## config.mk

```make
export PLATFORM = sky130hd
export DESIGN_NAME = csrd_mac
export DESIGN_NICKNAME = d
export VERILOG_FILES = /design/src/hdl/csrd_pkg.sv /design/src/hdl/csrd_mac.sv
export VERILOG_INCLUDE_DIRS = /design/src /design/src/hdl
export SDC_FILE = /design/constraint.sdc
export NUM_CORES = 2
export LEC_CHECK = 0
export BUFFER_PORTS_ARGS = -buffer_cell sky130_fd_sc_hd__buf_2
export CAP_MARGIN = 20
export CORE_ASPECT_RATIO = 1.25
export CORE_MARGIN = 2
export CORE_UTILIZATION = 45
export CTS_BUF_LIST = sky130_fd_sc_hd__clkbuf_16
export DETAILED_ROUTE_END_ITERATION = 12
export SLEW_MARGIN = 5
export SYNTH_ARGS = -nofsm -noshare
export SYNTH_HDL_FRONTEND = slang
export SYNTH_SLANG_ARGS = --single-unit
```

## constraint.sdc

```tcl
create_clock -name clk -period 4.4 [get_ports clk]
set_input_delay 0.44 -clock clk [delete_from_list [all_inputs] [get_ports clk]]
set_output_delay 0.44 -clock clk [all_outputs]
set_load 0.02 [all_outputs]
```

## src/hdl/csr_sparse_row_dot_engine_core_defines.svh

```systemverilog
// Assertion macros used by the engine's multiply-accumulate stage.
`ifndef CSR_SPARSE_ROW_DOT_ENGINE_CORE_DEFINES_SVH
`define CSR_SPARSE_ROW_DOT_ENGINE_CORE_DEFINES_SVH

// Same-cycle implication, clocked on clk, off during reset.
`define CSRD_ASSERT_NOW(label, ante, cons) \
	label: assert property (@(posedge clk) disable iff (!arst_n) (ante) |-> (cons)) \
		else $error("csrd same-cycle check failed");

// Next-cycle implication, clocked on clk, off during reset.
`define CSRD_ASSERT_NEXT(label, ante, cons) \
	label: assert property (@(posedge clk) disable iff (!arst_n) (ante) |=> (cons)) \
		else $error("csrd next-cycle check failed");

`endif

```

## src/hdl/csrd_pkg.sv

```systemverilog
// Shared constants and types of the sparse row dot engine.
package csrd_pkg;

	localparam int VECTOR_DEPTH = 1024;
	localparam int VEC_AW       = (VECTOR_DEPTH > 1) ? $clog2(VECTOR_DEPTH) : 1;

	localparam logic [1:0] ACT_LOAD    = 2'd0;
	localparam logic [1:0] ACT_NONZERO = 2'd1;
	localparam logic [1:0] ACT_EMPTY   = 2'd2;

	// What an item in flight still has to do at the accumulator.
	typedef struct packed {
		logic nz_ok;    // in-range nonzero: add the product
		logic col_err;  // nonzero with column outside the store
		logic emit;     // close the row after this item
	} item_ctl_t;

	// A finished row handed from the accumulator to the rounding stage.
	typedef struct packed {
		logic [63:0] acc;
		logic        sat;
		logic        err;
		logic [15:0] row;
	} row_fin_t;

endpackage

```

## src/hdl/csrd_mac.sv

```systemverilog
// Multiply stage and saturating row accumulator with row marks and row counter.
`include "csr_sparse_row_dot_engine_core_defines.svh"

module csrd_mac
	import csrd_pkg::*;
(
	input  logic               clk,
	input  logic               arst_n,
	input  logic               adv,
	input  logic               v_s1,
	input  item_ctl_t          ctl_s1,
	input  logic signed [31:0] val_s1,
	input  logic signed [31:0] vec_s1,
	output logic               emit_pending,
	output logic               fin_valid,
	output row_fin_t           fin
);

	localparam logic [63:0] ACC_MAX = {1'b0, {63{1'b1}}};
	localparam logic [63:0] ACC_MIN = {1'b1, 63'd0};

	logic               v_s2;
	item_ctl_t          ctl_s2;
	logic signed [63:0] prod_s2;
	logic [63:0]        acc_q;
	logic               sat_q;
	logic               err_q;
	logic [15:0]        row_cnt_q;
	logic               consume;
	logic [64:0]        sum65;
	logic               ovf;
	logic [63:0]        acc_next;
	logic               sat_next;
	logic               err_next;

	always_ff @(posedge clk) begin
		if (adv) begin
			prod_s2 <= val_s1 * vec_s1;
		end
	end

	always_ff @(posedge clk or negedge arst_n) begin
		if (!arst_n) begin
			v_s2   <= 1'b0;
			ctl_s2 <= '0;
		end else if (adv) begin
			v_s2   <= v_s1;
			ctl_s2 <= ctl_s1;
		end
	end

	assign consume  = adv && v_s2;
	assign sum65    = {acc_q[63], acc_q} + {prod_s2[63], prod_s2};
	assign ovf      = sum65[64] ^ sum65[63];
	assign acc_next = !ctl_s2.nz_ok ? acc_q :
	                  ovf ? (sum65[64] ? ACC_MIN : ACC_MAX) : sum65[63:0];
	assign sat_next = sat_q || (ctl_s2.nz_ok && ovf);
	assign err_next = err_q || ctl_s2.col_err;

	assign emit_pending = v_s2 && ctl_s2.emit;
	assign fin_valid    = consume && ctl_s2.emit;
	assign fin.acc      = acc_next;
	assign fin.sat      = sat_next;
	assign fin.err      = err_next;
	assign fin.row      = row_cnt_q;

	always_ff @(posedge clk or negedge arst_n) begin
		if (!arst_n) begin
			acc_q     <= '0;
			sat_q     <= 1'b0;
			err_q     <= 1'b0;
			row_cnt_q <= '0;
		end else if (consume) begin
			if (ctl_s2.emit) begin
				// row closes: clear and advance
				acc_q     <= '0;
				sat_q     <= 1'b0;
				err_q     <= 1'b0;
				row_cnt_q <= row_cnt_q + 16'd1;
			end else begin
				acc_q <= acc_next;
				sat_q <= sat_next;
				err_q <= err_next;
			end
		end
	end

	`CSRD_ASSERT_NEXT(a_acc_clear, fin_valid, acc_q == '0 && !sat_q && !err_q)
	`CSRD_ASSERT_NEXT(a_row_adv, fin_valid, row_cnt_q == 16'($past(row_cnt_q) + 16'd1))
	`CSRD_ASSERT_NOW(a_ctl_excl, v_s2, !(ctl_s2.nz_ok && ctl_s2.col_err))

endmodule

```

After elaboration in Yosys (flattened, before gate mapping)
Cells that the tools add are included.
{"block": "word_totals", "reg_bits": 150, "input_bits": 71, "out_inout_bits": 84, "elab_cells": 26}
{"block": "op_classes", "n_addsub": 2, "mul": 1, "n_mux": 6, "bitwise": 1, "reduce_logical": 7}
{"op": "2-to-1 mux 64 bit", "count": 4}
{"op": "adder 64 x 64 -> 65 bit", "count": 1}
{"op": "multiplier 32 x 32 -> 64 bit", "count": 1}
{"op": "adder 16 x 1 -> 16 bit (second input constant)", "count": 1}
{"op": "logical AND 1 bit", "count": 4}
{"op": "logical OR 1 bit", "count": 2}
{"op": "2-to-1 mux 1 bit", "count": 2}
{"op": "AND reduction 2 bit", "count": 1}
{"op": "bitwise XOR 1 bit", "count": 1}

Longest topological paths before layout
{"block": "depth", "ltp_word": 5, "depth_mapped": 28, "depth_no_buf": 27}

Worst setup path after synthesis
Ideal clock, no wire load.
{"block": "synth_timing", "path_kind": "in2reg", "start": "input val_s1[31]", "end": "register prod_s2[62], data pin", "setup_time_ns": 0.258, "t_arrival_ns": 7.847, "t_required_ns": 4.142, "slack_ns": -3.705, "stages": 28, "path_buffers": 1, "path_cell_list": "clkbuf_1 nand2_1 inv_1 fa_1 inv_1 fa_1 inv_1 fa_1 fa_1 inv_1 fa_1 inv_1 fa_1 inv_1 fa_1 inv_1 fa_1 ha_1 a21o_1 a21o_1 a21o_1 a21o_1 a21o_1 a2111o_1 a211oi_1 o31ai_1 a21oi_1 xnor2_1"}
{"block": "synth_between", "elab_chain_cells": 1}
{"item": "from (decl)", "line_no": "csrd_mac.sv:12", "source": "input logic signed [31:0] val_s1,"}
{"item": "multiplier 32 x 32 -> 64 bit", "line_no": "csrd_mac.sv:38", "source": "prod_s2 <= val_s1 * vec_s1;"}
{"item": "to (signal assigned)", "line_no": "csrd_mac.sv:38"}
{"item": "to (decl)", "line_no": "csrd_mac.sv:24", "source": "logic signed [63:0] prod_s2;"}
No other way between the ends.
A chain may end at the register's enable or synchronous reset.

Final worst setup path
{"block": "layout_timing", "start": "input vec_s1[7]", "end": "register prod_s2[62], data pin"}
{"block": "layout_between", "elab_chain_cells": 1}
{"item": "from (decl)", "line_no": "csrd_mac.sv:13", "source": "input logic signed [31:0] vec_s1,"}
{"item": "multiplier 32 x 32 -> 64 bit", "line_no": "csrd_mac.sv:38"}
No other way between the ends.

==> results.json <==
{
  "grt_setup_unrepaired": "yes",
  "finalSetupTns_ps": -124600,
  "core_um2": 103200,
  "r2r_start": "prod_s2[1]",
  "rr_endpoint": "acc_q[4]",
  "min_period_ps": 7051,
  "cp_top_family": "adder cells",
  "die_w_um": 291.9,
  "vias": 37000,
  "synth_area_um2": 46610,
  "crit_path_top_delay_cell": "fa_2",
  "reg2reg_slack_ps": 560,
  "status": "finished with violations",
  "syn_inst": 5058,
  "track_usage_pct": 27.14,
  "dieHeight_um": 363.8,
  "finalWirelength_um": 141800,
  "max_stage_delay_ps": 620,
  "clk_pin_slew_ps": 70,
  "finalWorstSetupSlack_ps": -2651,
  "drt_iter0_drc": 2016,
  "worstPathRequired_ps": 4600,
  "h-tree-depth": 4,
  "synth_edf_count": 64,
  "area_growth_pct": 28.44,
  "drive_gt1_share_pct": 26.30,
  "clk_latency_ps": 450,
  "drc_errors": 0,
  "antenna_found_initial": 4,
  "failed_checks": "setup timing",
  "avgSynthCellArea_um2": 9.216,
  "die_area_um2": 106200,
  "routed_via_density": 5.282,
  "timing.fmax_mhz": 141.8,
  "slew_violations": 0,
  "hold_viol": 0,
  "start_util_pct": 45.16,
  "dr.pass1.iters": 5,
  "ys.flop_type": "dfrtp_1",
  "path_buf_inv": 7,
  "yosysWarnings": 0,
  "grt_max_degree": 67,
  "dpl.hpwl_um": 114700,
  "postRouteAntennaNets": 0,
  "grt_overflow_total": 0,
  "layout_common_cells": "fa_1, inv_1, nand2_1",
  "r2r_cells": 16,
  "ys_ff_latch": 150,
  "nNetsFinal": 7055,
  "clock_path_buffers": 2,
  "synth_cell_types": 83,
  "grt_pass1_wl_um": 225800,
  "synth_nets": 6461,
  "clock-skew-final_ps": 12.89,
  "portBuffers": 154,
  "cp-end-kind": "flop",
  "cts_made_buffers": 17,
  "synthArstFlopShare_pct": 57.33,
  "postCtsHoldBufs": 0,
  "gp_congestion": 0.9305,
  "mostFrequentLayoutCell": "fa_1",
  "row_count": 132,
  "crit_top_cell": "fa_1",
  "slew_headroom_pct": 38.69,
  "tightest_slew_ps": 919.7,
  "hold_class": "in2async",
  "start_kind": "input port",
  "period_share_pct": 160.3,
  "arrival_ps": 7250,
  "cts_tree": "done",
  "cp_max_fo": 12,
  "setup_viol": 119,
  "wl_per_cell_um": 20.24,
  "yosysSeqAreaShare_pct": 8.740,
  "worstSetupPathType": "in2reg",
  "io_pins": 155,
  "maxCapViolations": 0,
  "root_buffer": "clkbuf_16",
  "first_global_vias": 41090,
  "cts_sinks": 150
}
## layer usage
| metal | wire (um) | GRT usage [%] | vias to the layer above | share of wire, % |
|---|---|---|---|---|
| li1 | - | - | 16550 | - |
| met1 | 57240 | 33.94 | 19180 | 40 |
| met2 | 72700 | 48.96 | 973 | 51 |
| met3 | 6327 | 2.859 | 293 | 4.5 |
| met4 | 5512 | 9.127 | 2 | 3.9 |
| met5 | 7 | 0 | - | 0.0049 |
## through the flow
stage / area (um^2) / std cells / util (%) / hold slack [ps] / worst slack (ps)
after floorplan: 47850 / 5058 / - / 144.4 / -3361
after global placement: 53450 / 6824 / 51.78 / 455.6 / -3449
after detailed placement: 53450 / 6824 / 51.78 / 454.4 / -3558
after CTS: 58350 / 6975 / 56.53 / 127.5 / -2704
after global routing: 59870 / 7005 / 58.00 / 171.4 / -2922
final: 59870 / 7006 / 58.00 / 83.54 / -2651
## flip-flops by register name, indices dropped and copies added (netlist names)
signal     cells
acc_q         64
ctl_s2         3
err_q          1
prod_s2       64
row_cnt_q     16
sat_q          1
v_s2           1
## Yosys cell counts (all sizes together) (8+ instances only)
master / count / area share (%)
fa: 1083 / 47
inv: 974 / 7.8
nand2: 657 / 5.3
and2: 561 / 7.5
ha: 249 / 6.7
clkbuf: 248 / 2.0
nor2: 188 / 1.6
a21oi: 163 / 1.8
o21ai: 150 / 1.6
xnor2: 94 / 1.8
dfrtp: 86 / 4.6
edfxtp: 64 / 4.1
a21o: 62 / 1.0
xor2: 53 / 1.0
a211oi: 44 / 0.78
a311oi: 38 / 0.71
buf: 38 / 0.45
nand4: 35 / 0.47
nand3: 33 / 0.35
a31oi: 22 / 0.31
nand2b: 20 / 0.27
o21bai: 20 / 0.32
and3: 19 / 0.25
nor3: 17 / 0.19
nor2b: 16 / 0.23
o21a: 14 / 0.23
o211ai: 11 / 0.18
a2111oi: 8 / 0.16
## timing repair
action                     CTS  global route
pin swaps                  233           282
gates resized for setup    691           341
buffers inserted           115            53
cloned                      20             9
setup endpoints to repair  120           122
hold endpoints to repair     0             0
## worst register-to-register path, delay by kind of cell (launching register included)
| kind | cells | cell delay, ps |
|---|---|---|
| buffers and inverters | 5 | 920 |
| adders and majority gates | 1 | 390 |
| AOI/OAI and AO/OA | 8 | 1630 |
| and+or+nand+nor | 2 | 260 |
| DFF | 1 | 520 |
## cell type report
type,count,area [um^2]
sequential,150,4078
timing repair buffer,861,8930
clock buffer,19,475.5
multi-input combinational,3648,40910
antenna,1,2.502
fill,8760,43360
clock inverter,13,128.9
inverter,974,3666
tap,1340,1677
## kinds of logic (layout without fill, tap and decap cells)
| kind of cell | count (synthesis) | after routing | synth area share, % |
|---|---|---|---|
| and+or+nand+nor | 1573 | 1573 | 16.63 |
| muxes | 6 | 6 | 0.1503 |
| other | 0 | 1 | 0 |
| adders and majority gates | 1332 | 1332 | 53.20 |
| xor gates and xnor gates | 147 | 147 | 2.762 |
| DFF | 150 | 150 | 8.740 |
| buffers and inverters | 1260 | 1867 | 10.29 |
| AOI/OAI and AO/OA | 590 | 590 | 8.241 |
## worst max-delay path by stage
stage	cells past startpoint	slack (ps)	end	startpoint
final	27	-2650	prod_s2[62]	vec_s1[7]
after global routing	27	-2920	prod_s2[62]	val_s1[31]
after CTS	27	-2700	prod_s2[62]	val_s1[31]
after detailed placement	26	-3560	prod_s2[63]	vec_s1[7]
after global placement	27	-3450	prod_s2[63]	vec_s1[10]
after floorplan	27	-3360	prod_s2[62]	vec_s1[7]
Power is not shown: default switching activity piles up to over one toggle a cycle in this logic, so the estimate is an artifact.
