$ cat src/hdl/csr_sparse_row_dot_engine_core_defines.svh
// Assertion macros used by the engine's multiply-accumulate stage.
`ifndef CSR_SPARSE_ROW_DOT_ENGINE_CORE_DEFINES_SVH
`define CSR_SPARSE_ROW_DOT_ENGINE_CORE_DEFINES_SVH

// Same-cycle implication, clocked on clk, off during reset.
`define CSRD_ASSERT_NOW(label, ante, cons) \
	label: assert property (@(posedge clk) disable iff (!arst_n) (ante) |-> (cons)) \
		else $error("csrd same-cycle check failed");

// Next-cycle implication, clocked on clk, off during reset.
`define CSRD_ASSERT_NEXT(label, ante, cons) \
	label: assert property (@(posedge clk) disable iff (!arst_n) (ante) |=> (cons)) \
		else $error("csrd next-cycle check failed");

`endif

$ cat src/hdl/csrd_pkg.sv
// Shared constants and types of the sparse row dot engine.
package csrd_pkg;

	localparam int VECTOR_DEPTH = 1024;
	localparam int VEC_AW       = (VECTOR_DEPTH > 1) ? $clog2(VECTOR_DEPTH) : 1;

	localparam logic [1:0] ACT_LOAD    = 2'd0;
	localparam logic [1:0] ACT_NONZERO = 2'd1;
	localparam logic [1:0] ACT_EMPTY   = 2'd2;

	// What an item in flight still has to do at the accumulator.
	typedef struct packed {
		logic nz_ok;    // in-range nonzero: add the product
		logic col_err;  // nonzero with column outside the store
		logic emit;     // close the row after this item
	} item_ctl_t;

	// A finished row handed from the accumulator to the rounding stage.
	typedef struct packed {
		logic [63:0] acc;
		logic        sat;
		logic        err;
		logic [15:0] row;
	} row_fin_t;

endpackage

$ cat src/hdl/csrd_round.sv
// Finished-row stage: round Q32.32 to Q16.16, saturate, and hold the result register.
module csrd_round
	import csrd_pkg::*;
(
	input  logic               clk,
	input  logic               arst_n,
	input  logic               fin_valid,
	input  row_fin_t           fin,
	output logic               s3_free,
	output logic               result_valid,
	input  logic               result_ready,
	output logic [15:0]        row_number,
	output logic signed [31:0] row_sum,
	output logic               saturated,
	output logic               column_error
);

	logic        v_s3;
	row_fin_t    fin_s3;
	logic        move;
	logic [48:0] q;
	logic        over;
	logic        under;
	logic [31:0] sum_rnd;

	assign move    = v_s3 && (!result_valid || result_ready);
	assign s3_free = !v_s3 || move;

	// half rounds toward +infinity: floor(acc / 2^16) plus bit 15
	assign q       = {fin_s3.acc[63], fin_s3.acc[63:16]} + {48'd0, fin_s3.acc[15]};
	assign over    = !q[48] && (|q[47:31]);
	assign under   = q[48] && !(&q[47:31]);
	assign sum_rnd = over ? 32'h7FFF_FFFF : under ? 32'h8000_0000 : q[31:0];

	always_ff @(posedge clk) begin
		if (fin_valid) begin
			fin_s3 <= fin;
		end
		if (move) begin
			row_number   <= fin_s3.row;
			row_sum      <= sum_rnd;
			saturated    <= fin_s3.sat || over || under;
			column_error <= fin_s3.err;
		end
	end

	always_ff @(posedge clk or negedge arst_n) begin
		if (!arst_n) begin
			v_s3         <= 1'b0;
			result_valid <= 1'b0;
		end else begin
			if (fin_valid) begin
				v_s3 <= 1'b1;
			end else if (move) begin
				v_s3 <= 1'b0;
			end
			if (move) begin
				result_valid <= 1'b1;
			end else if (result_ready) begin
				result_valid <= 1'b0;
			end
		end
	end

endmodule

$ cat config.mk
export PLATFORM = sky130hd
export DESIGN_NAME = csrd_round
export DESIGN_NICKNAME = d
export VERILOG_FILES = /design/src/hdl/csr_sparse_row_dot_engine_core_defines.svh /design/src/hdl/csrd_pkg.sv /design/src/hdl/csrd_round.sv
export SDC_FILE = /design/constraint.sdc
export NUM_CORES = 1
export LEC_CHECK = 0
export ABC_AREA = 1
export ABC_CLOCK_PERIOD_IN_PS = 4600
export BUFFER_PORTS_ARGS = -buffer_cell sky130_fd_sc_hd__buf_2
export CAP_MARGIN = 20
export CORE_ASPECT_RATIO = 1.5
export CORE_MARGIN = 4
export CORE_UTILIZATION = 30
export CTS_BUF_LIST = sky130_fd_sc_hd__clkbuf_4 sky130_fd_sc_hd__clkbuf_8
export DETAILED_ROUTE_END_ITERATION = 8
export GPL_TIMING_DRIVEN = 0
export HOLD_SLACK_MARGIN = 0.06
export PLACE_DENSITY_LB_ADDON = 0.12
export SYNTH_ARGS = -nofsm -noshare
export SYNTH_HDL_FRONTEND = slang
export SYNTH_SLANG_ARGS = --single-unit
$ cat constraint.sdc
create_clock -name clk -period 4.6 [get_ports clk]
set_clock_uncertainty 0.05 [all_clocks]
set_input_delay 0.46 -clock clk [delete_from_list [all_inputs] [get_ports clk]]
set_output_delay 0.46 -clock clk [all_outputs]
set_load 0.01 [all_outputs]
Word-level counts from Yosys, hierarchy flattened
Index checks and enable logic that the tools add are counted.
{ "op_classes": {"n_mux": 5, "n_reduce_logical": 15, "n_addsub": 1} }
{ "op_table": {"columns": ["operator", "n"], "rows": [
  ["48-bit by 2-bit adder with 49-bit output", 1],
  ["32-bit two-way mux", 1],
  ["17-bit AND reduction", 1],
  ["17-bit OR reduction", 1],
  ["1-bit zero test", 4],
  ["1-bit logical OR", 4],
  ["1-bit two-way mux", 4],
  ["2-bit nonzero test", 2],
  ["1-bit logical AND", 3]
]} }
{ "totals": {"input_bits": 86, "ff_bits": 134} }

Logic depth before layout (Yosys ltp)
Gate-level depths: netlist of the first run.
{ "depth": {"ltp_word": 5, "mapped_depth": 16, "depth_no_buf": 15} }

Least setup slack after synthesis of the first run
Ideal clock, no wire load.
{ "synth_path": {"path_type": "input -> register", "from": "in result_ready", "to": "reg column_error (enable)", "setup_ps": 474, "path_slack_ps": 1130, "cell_stages": 2, "arrival_time_ps": 2946, "path_cell_list": "inv_1 a21oi_1"} }
{ "synth_between": {"elab_chain_len": 2} }
{ "synth_lines": {"columns": ["item", "line", "text"], "rows": [
  ["start: declaration", "csrd_round.sv:11", "input logic result_ready,"],
  ["1-bit logical OR", "csrd_round.sv:26", "assign move = v_s3 && (!result_valid || result_ready);"],
  ["1-bit logical AND", "csrd_round.sv:26", null],
  ["named net move", "csrd_round.sv:20", "logic move;"],
  ["end signal: assignment", "csrd_round.sv:43", "column_error <= fin_s3.err;"],
  ["end: declaration", "csrd_round.sv:15", "output logic column_error"]
]} }
The timed path passes the listed nets, and every way through them passes these cells.
A chain may end at the register's enable or synchronous reset.

Worst setup path in the final report of the first run
{ "layout_path": {"from": "reg fin_s3[33] in the netlist's numbering", "to": "reg saturated, data pin"} }
{ "layout_between": {"elab_chain_len": 5} }
{ "layout_lines": {"columns": ["item", "line", "text"], "rows": [
  ["start: declaration", "csrd_round.sv:19", "row_fin_t fin_s3;"],
  ["start signal: assignment", "csrd_round.sv:37", "fin_s3 <= fin;"],
  ["48-bit by 2-bit adder with 49-bit output (*)", "csrd_round.sv:30", "assign q = {fin_s3.acc[63], fin_s3.acc[63:16]} + {48'd0, fin_s3.acc[15]};"],
  ["17-bit OR reduction, or another cell as far along", "csrd_round.sv:31", "assign over = !q[48] && (|q[47:31]);"],
  ["1-bit logical AND or 1-bit zero test (tied branches)", "csrd_round.sv:31, csrd_round.sv:32", null],
  ["1-bit logical OR or 1-bit logical AND (tied branches)", "csrd_round.sv:42, csrd_round.sv:32", null],
  ["1-bit logical OR (*)", "csrd_round.sv:42", "saturated <= fin_s3.sat || over || under;"],
  ["end signal: assignment", "csrd_round.sv:42", null],
  ["end: declaration", "csrd_round.sv:14", "output logic saturated,"]
]} }
Every way passes the cells marked *; elsewhere a longest branch is shown, timed or not.

==> results of run 1 <==
per-layer routing:
layer	wire length, um	vias up	track usage [%]
met2	7610	123	26.3
li1	-	2072	-
met1	6270	1861	17.8
met5	0	-	0
met3	889	19	4.72
met4	459	0	6.43
placed cells by master (no fill, tap or decap), types with 12 or more instances in the layout:
cell,Yosys,final
nand2_1,208,208
buf_2,0,121
edfxtp_1,117,117
nor2_1,80,80
inv_1,33,33
nand3_1,24,24
clkbuf_8,0,17
xor2_1,15,15
xnor2_1,14,14
nor2_2,12,12
metrics by stage:
stage	hold slack, ns	instances	util (%)	setup WS [ns]
2_1_floorplan	0.114	541	-	1.13
5_1_grt	0.0908	914	38.2	1.33
6_report	0.135	914	38.2	1.55
3_5_place_dp	0.202	881	35.7	1.50
4_1_cts	0.0927	914	38.2	1.49
3_3_place_gp	0.195	880	35.5	-0.245
sequential cells by signal, summed over array words and instances (netlist names):
register	cells
saturated	1
result_valid	1
column_error	1
row_sum	32
row_number	16
fin_s3	67
v_s3	1
what timing repair did:
action / 4_1_cts / 5_1_grt
endpoints found under the setup margin: 0 / 0
hold endpoints to repair: 2 / 0
resized for setup: 0 / 0
hold buffers: 1 / 0
logic make-up after synthesis:
logic type | after synthesis
adder cells (fa/ha/maj) | 2
XOR/XNOR | 29
flip-flops | 119
AO/OA/AOI/OAI | 2
buffers and inverters | 40
AND/OR/NAND/NOR | 349
worst max-delay path: cells and delay by family (launching register included):
family / cells / cell delay [ns]
AOI/OAI and AO/OA: 1 / 0.20
adders and majority gates: 2 / 0.45
buffers and inverters: 1 / 0.18
DFF: 1 / 0.35
and+or+nand+nor: 9 / 1.56
worst paths after layout:
kind	to	from	cells past startpoint
worst max-delay path	saturated$_DFFE_PP_	fin_s3[33]$_DFFE_PP_	13
worst min-delay path	fin_s3[46]$_DFFE_PP_	fin[46]	1
worst max register to register	saturated$_DFFE_PP_	fin_s3[33]$_DFFE_PP_	13
worst min register to register	column_error$_DFFE_PP_	fin_s3[16]$_DFFE_PP_	0
max in group asynchronous	result_valid$_DFFE_PN0P_	arst_n	2
min in group asynchronous	v_s3$_DFFE_PN0P_	arst_n	2
where the power goes:
part | switching (mW) | leakage, nW | internal, mW
Combinational | 0.161 | 1.42 | 0.101
Clock | 0.540 | 0.219 | 0.518
Sequential | 0.0526 | 1.15 | 1.30
Total | 0.754 | 2.78 | 1.92
cell type report:
cell class,count,area [um^2]
tap,217,272
clock inverter,15,208
buffer,6,67.6
fill,1837,11100
sequential,119,3560
inverter,34,128
multi-input combinational,382,1770
clock buffer,17,234
timing repair buffer,124,643
==> results.md, run 1 <==
* Worst VDD drop at 0.000211 V
* CTS Buf Count at 17
* Synth-to-layout area growth at 24.8%
* Dominant cell by count in the synthesized netlist: nand2_1
* Total Power at 2.67 mW
* IO Port Bufs at between 100 and 150
* Placed cell areas at 0.00643 mm^2
* CP Max Fanout at 10
* Largest family of logic cells by synthesized area: simple AND/OR/NAND/NOR gates
* Clock slew at reported path FFs at 0.09 ns
* Final Setup Violations at 0
* Slew headroom at 41.2%
* Antenna Violating Nets Remaining at 0
* Post-synthesis mux area share at 0%
* Max incr delay on CP at roughly 0.35 ns
* CP Cell Sequence: ha_1 -> ha_1 -> nand2_1 -> nor2_1 -> nand2_1 -> nor2_2 -> nand3_1 -> nor2_1 -> nand4_1 -> nand2_1 -> o21bai_4 -> buf_6 -> nand3_1
* Max-cap violations at 0
* Post-Syn Area at 0.00552 mm^2
* R2R Setup Slk at roughly 1.5 ns
* Fin area at 0.00689 mm^2
* Kind of critical path: flop to flop
* H-tree depth at 4
* Die X at 119 um
* Max Freq at 328 MHz
* TritonCTS clock tree: built
* Number of global-route vias before repair at 4499
* Fin. max-slew vios at 0
* Clock sink total at 119
* Worst slew pin tran at 0.882 ns
* Die ar. at 0.0207 mm^2
* Sum Neg Setup Slack at 0 ns
* CP arrival at 3.19 ns
* Die height at 174 um
* Post-synthesis adder-cell area fraction at 0.453%
* CP Capture Type: flop
* Drt initial violations at 209
* Slowest cell on crit path: edfxtp_1
* Seq/Total Area, Yosys at 64.6%
* Final hold vios at 0
* Vias at 4075
* Core ar. at 0.0180 mm^2
* Compound-Gate Fraction of Synth Area at less than 1%
* Root Driver: clkbuf_8
* Share of the synthesized area in the top cell type at 63.7%
* Minimum clock period at 3.05 ns
* Global-route wire length before repair at 24000 um
* Critical Path Most Common Cell: nand2_1
* RD Place Congestion at 0.915
* Part of the cycle the worst path needs at 66.3%
* Via density per instance at 4.46
* Top area cells in the synthesized netlist: edfxtp_1 64%, nand2_1 14%, nor2_1 5.4%
* Gr ovfl total at 0
* Initial Util at 30.6%
* Num rows at 60
* Number of synthesized register bits at 119
* Clk_lat worst skew at ~0.45 ns
* Largest area contributor in the netlist: edfxtp_1
* Io pins at 138
* Yosys warns at 0
* Post-synthesis simple-gate area fraction at 26.4%
* Post-CTS Setup Inserts at 0
* Synthesized Nets at between 600 and 700
* EDFF count, synth at 117
* Initial antenna violation count at 0
* Req. time, crit path at 4.74 ns
* Placed wire-length estimate at about 12000 um
* Final Net Count at ~770
* WL per Instance at 16.7 um
* RSZ-0062 raised after global routing: false
* GRT Overall Usage at 15.4%
* Worst min path class: input port to flop
* Layout cells sized above 1 at 26.1%
* Synth unique cells at 20
* Synth Flop Type: edfxtp_1
* Largest net degree at the start of global routing at 69
* Pleak at 2.78 nW
* Routed wire length at 15200 um
* Top cells by count, synth: 208 x nand2_1, 117 x edfxtp_1, 80 x nor2_1, 33 x inv_1, 24 x nand3_1
* DRC at 0
* Router iterations before antenna repair at 5
* Mean cell area of the mapped netlist at 10.2 um^2
* Diodes inserted at 0
* Run status: finished clean
* Clk buf depth at 2
* PD cells at slightly below 400 mW/mm^2
* Post-Synthesis Cells at around 540
* Synth Area in XOR/XNOR at 4.60%
* Post-synthesis async set-or-reset flop share at between 1.5 and 2%
* Worst setup SP type: flop
No activity file was read; power rests on OpenSTA's default activity.
==> inputs of run 2 (changes only) <==
ABC_AREA = 0   (was 1)
ABC_CLOCK_PERIOD_IN_PS = 2800   (was 4600)
clock period = 2.8 ns   (was 4.6 ns; I/O delays follow)
==> run 2 against run 1 <==
  * The flow now finishes with violations (setup timing)
  * Sequential power is 64% higher
  * Synthesized cell count is 37% lower
  * Highest routed layer unchanged
  * Clock-buffer cell count is 1 higher
  * Worst setup slack worse by 2.3 ns
  * Largest cell class unchanged
  * Final cell count is 14% lower
  * Via count is 13% lower
  * Utilization is 6.2 points higher
  * Die area is 9.0% lower
  * Critical path type unchanged
  * Largest power group unchanged
  * Clock power is 35% higher
  * Cell area is 5.0% higher
  * First-iteration DRC count is 44% lower
  * Global-route usage is 2.0 points lower
==> results.md, run 2 <==
* Final Net Count at 658 (-15%)
* IO Port Bufs at 122 (unchanged)
* CTS Buf Count at 17 (unchanged)
* Mean cell area of the mapped netlist at 14.6 um^2 (+44%)
* Fillers at 1513 (-18%)
* RR Startpoint: fin_s3[34]$_DFFE_PP_
* CP Capture Type: flop
* Die height at 166 um (-4.6%)
* Slew headroom at 42.4% (+1.2 points)
* Number of synthesized register bits at 119 (unchanged)
* Root Driver: clkbuf_8
* WL per Instance at 15.6 um (-6.1%)
* Total Power at 4.13 mW (+55%)
* Largest net degree at the start of global routing at 69 (unchanged)
* Final core occ at 44.5% (+6.2 points)
* Fin area at 0.00723 mm^2 (+5.0%)
* Worst min path class: input port to asynchronous set/reset pin
* Clock sink total at 119 (unchanged)
* Clock slew at reported path FFs at 0.08 ns (about the same)
* PD cells at 572 mW/mm^2 (+47%)
* Synthesized Nets at 429 (-32%)
* Register area at 0.00356 mm^2 (unchanged)
* Largest area contributor in the netlist: edfxtp_1
* Failing checks: setup timing
* Post-Synthesis Cells at 341 (-37%)
* Routed wire length at 12300 um (-19%)
* Diodes inserted at 0 (unchanged)
* Largest Register: fin_s3
* TritonCTS clock tree: built
* Initial Util at 30.7% (+0.085 points)
* Placed cell areas at 0.00592 mm^2 (-8.0%)
* RSZ-0062 raised after global routing: true
* Io pins at 138 (unchanged)
* Fin. max-slew vios at 0 (unchanged)
* Clk_lat worst skew at 0.44 ns (about the same)
* Non-filler cells in the finished layout at 789 (-14%)
* Placed Cells at 671 (-24%)
* Max FFs per register at 67 (unchanged)
* Final hold vios at 0 (unchanged)
* Sum Neg Setup Slack at -22.49 ns (-22.49 ns)
* Max-cap violations at 0 (unchanged)
* Worst setup SP type: flop
* Router iterations before antenna repair at 4 (-1)
* Antenna Violating Nets Remaining at 0 (unchanged)
* Top area cells in the synthesized netlist: edfxtp_1 70%, xnor2_1 3.3%, xor2_1 3.2%
* Slowest cell on crit path: or4_4
* Crit. Startpoint: fin_s3[34]$_DFFE_PP_
* CP arrival at 3.64 ns (+0.45 ns)
* Synth-to-layout area growth at 44.7%
* Layout cells sized above 1 at 35.5% (+9.4 points)
* Via density per instance at 4.50 (+1.0%)
* Req. time, crit path at 2.92 ns (-1.82 ns)
* Final worst slack at -0.720 ns (-2.27 ns)
* Area of the multi-input gates at 0.00146 mm^2 (-18%)
* Most common cell after layout, fill and taps aside: buf_2
* Final Setup Violations at 32 (+32)
* Top cells by count, synth: 117 x edfxtp_1, 27 x o21ai_1, 21 x nand2_1, 19 x xnor2_1
* Run status: finished with violations
* Gr ovfl total at 0 (unchanged)
* Initial antenna violation count at 0 (unchanged)
* Worst VDD drop at 0.000242 V (+15%)
* H-tree depth at 4 (unchanged)
* Cell family with most CP delay: simple AND/OR/NAND/NOR gates
* Die X at 113 um (-4.5%)
* Die ar. at 0.0188 mm^2 (-9.0%)
* Post-Syn Area at 0.00499 mm^2 (-9.5%)
* DRC at 0 (unchanged)
* Core ar. at 0.0163 mm^2 (-9.8%)
* Pleak at 2.72 nW (-2.2%)
* Part of the cycle the worst path needs at 126% (+59 points)
* Yosys warns at 0 (unchanged)
* Global-route wire length before repair at 19100 um (-20%)
* Synth unique cells at 43 (+110%)
* Clk buf depth at 2 (unchanged)
* RD Place Congestion at 0.801 (-12%)
* Drt initial violations at 116 (-44%)
* Vias at 3553 (-13%)
* Synth Flop Type: edfxtp_1
* Num rows at 57 (-5.0%)
* Number of global-route vias before repair at 3644 (-19%)
* Biggest regs: fin_s3 (67), row_sum (32), row_number (16)
* Max incr delay on CP at 0.47 ns (+0.12 ns)
* Setup WS pre-CTS at -1.26 ns (-2.76 ns)
* Placed wire-length estimate at 8620 um (-29%)
* CP Max Fanout at 8 (-2)
* Most frequent cells in the layout: 122 x buf_2, 117 x edfxtp_1, 69 x dlygate4sd3_1
* Dominant cell by count in the synthesized netlist: edfxtp_1
* Kind of critical path: flop to flop
* Worst slew pin tran at 0.864 ns (-0.0180 ns)
* Post-synthesis async set-or-reset flop share at 1.68% (unchanged)
* Seq/Total Area, Yosys at 71.3% (+6.8 points)
* GRT Overall Usage at 13.4% (-2.0 points)
* EDFF count, synth at 117 (unchanged)
* Max Freq at 284 MHz (-13%)
* Minimum clock period at 3.52 ns (+0.468 ns)
* Hold slack at 0.0960 ns (-0.0393 ns)
* Share of the synthesized area in the top cell type at 70.3% (+6.7 points)
* Worst Path Buf+Inv at 2 (+1)
* CP Cell Sequence: ha_4 -> ha_4 -> nand3_4 -> or4_4 -> or3_4 -> mux2_4 -> o22a_1 -> or4_4 -> o41ai_4 -> buf_6 -> buf_4 -> o21ai_1
-- run 2: changes by cell type after synthesis, moves of 4 or more --
cell	change
nand2_1	-187
nor2_1	-65
inv_1	-27
o21ai_1	+27
and3_1	+15
nor2_2	-12
clkbuf_1	+10
nand3_1	-6
and4_1	+5
xnor2_1	+5
and2_1	+4
nor3_1	+4
nor4_1	+4
-- run 2: cell families (layout without fill, tap and decap cells) --
kind of cell	Yosys count	count (layout)	synth area share [%]
buffers and inverters	19	261	1.88
AO/OA/AOI/OAI	45	45	5.64
XOR/XNOR	37	37	6.49
AND/OR/NAND/NOR	116	116	13.4
multiplexers	3	3	0.726
flip-flops	119	119	71.3
adder cells (fa/ha/maj)	2	2	0.501
-- run 2: final timing paths --
kind                            cells after the start  slack (ns)                   endpoint
worst max-delay path                               12       -0.72  row_sum[29]$_SDFFCE_PP1P_
worst min-delay path                                2         0.1           v_s3$_DFFE_PN0P_
worst max register to register                     12       -0.72  row_sum[29]$_SDFFCE_PP1P_
worst min register to register                      0        0.37    row_number[5]$_DFFE_PP_
max in group asynchronous                           2        2.51   result_valid$_DFFE_PN0P_
min in group clk                                    0        0.37    row_number[5]$_DFFE_PP_
-- run 2: layer usage --
metal	wire length, um	part of all wire [%]	global-route usage [%]	up-vias
met2	6900	56	24.6	91
met1	4660	38	14.4	1679
li1	-	-	-	1768
met5	0	0	0	-
met4	260	2.1	5.39	0
met3	521	4.2	3.57	15
-- run 2: layout make-up --
class                           count  share of cell area (%)
Clock buffer                       18                    3.34
Multi-Input combinational cell    203                    20.1
Inverter                            6                   0.312
Tap cell                          206                    3.57
Timing Repair Buffer              211                    20.6
Buffer                             12                    1.04
Sequential cell                   119                    49.3
Clock inverter                     14                    1.75
-- run 2: timing repair --
| action | in CTS | in global routing |
|---|---|---|
| pin swaps | 1 | 3 |
| endpoints found under the hold margin | 71 | 0 |
| gates resized for setup | 12 | 15 |
| setup buffers | 5 | 10 |
| gates cloned | 1 | 2 |
| endpoints found under the setup margin | 33 | 33 |
| hold buffers | 69 | 0 |
-- run 2: worst reg2reg max path: stages (launching register included) --
cell and delay [ns]:
edfxtp_1 0.38, ha_4 0.17, ha_4 0.15, nand3_4 0.09
or4_4 0.47, or3_4 0.36, mux2_4 0.30, o22a_1 0.20
or4_4 0.43, o41ai_4 0.23, buf_6 0.22, buf_4 0.16
o21ai_1 0.06
-- run 2: report_power, final --
group,switching [mW],internal [mW],total (mW)
Combinational,0.238,0.246,0.484
Sequential,0.0858,2.13,2.22
Clock,0.715,0.714,1.43
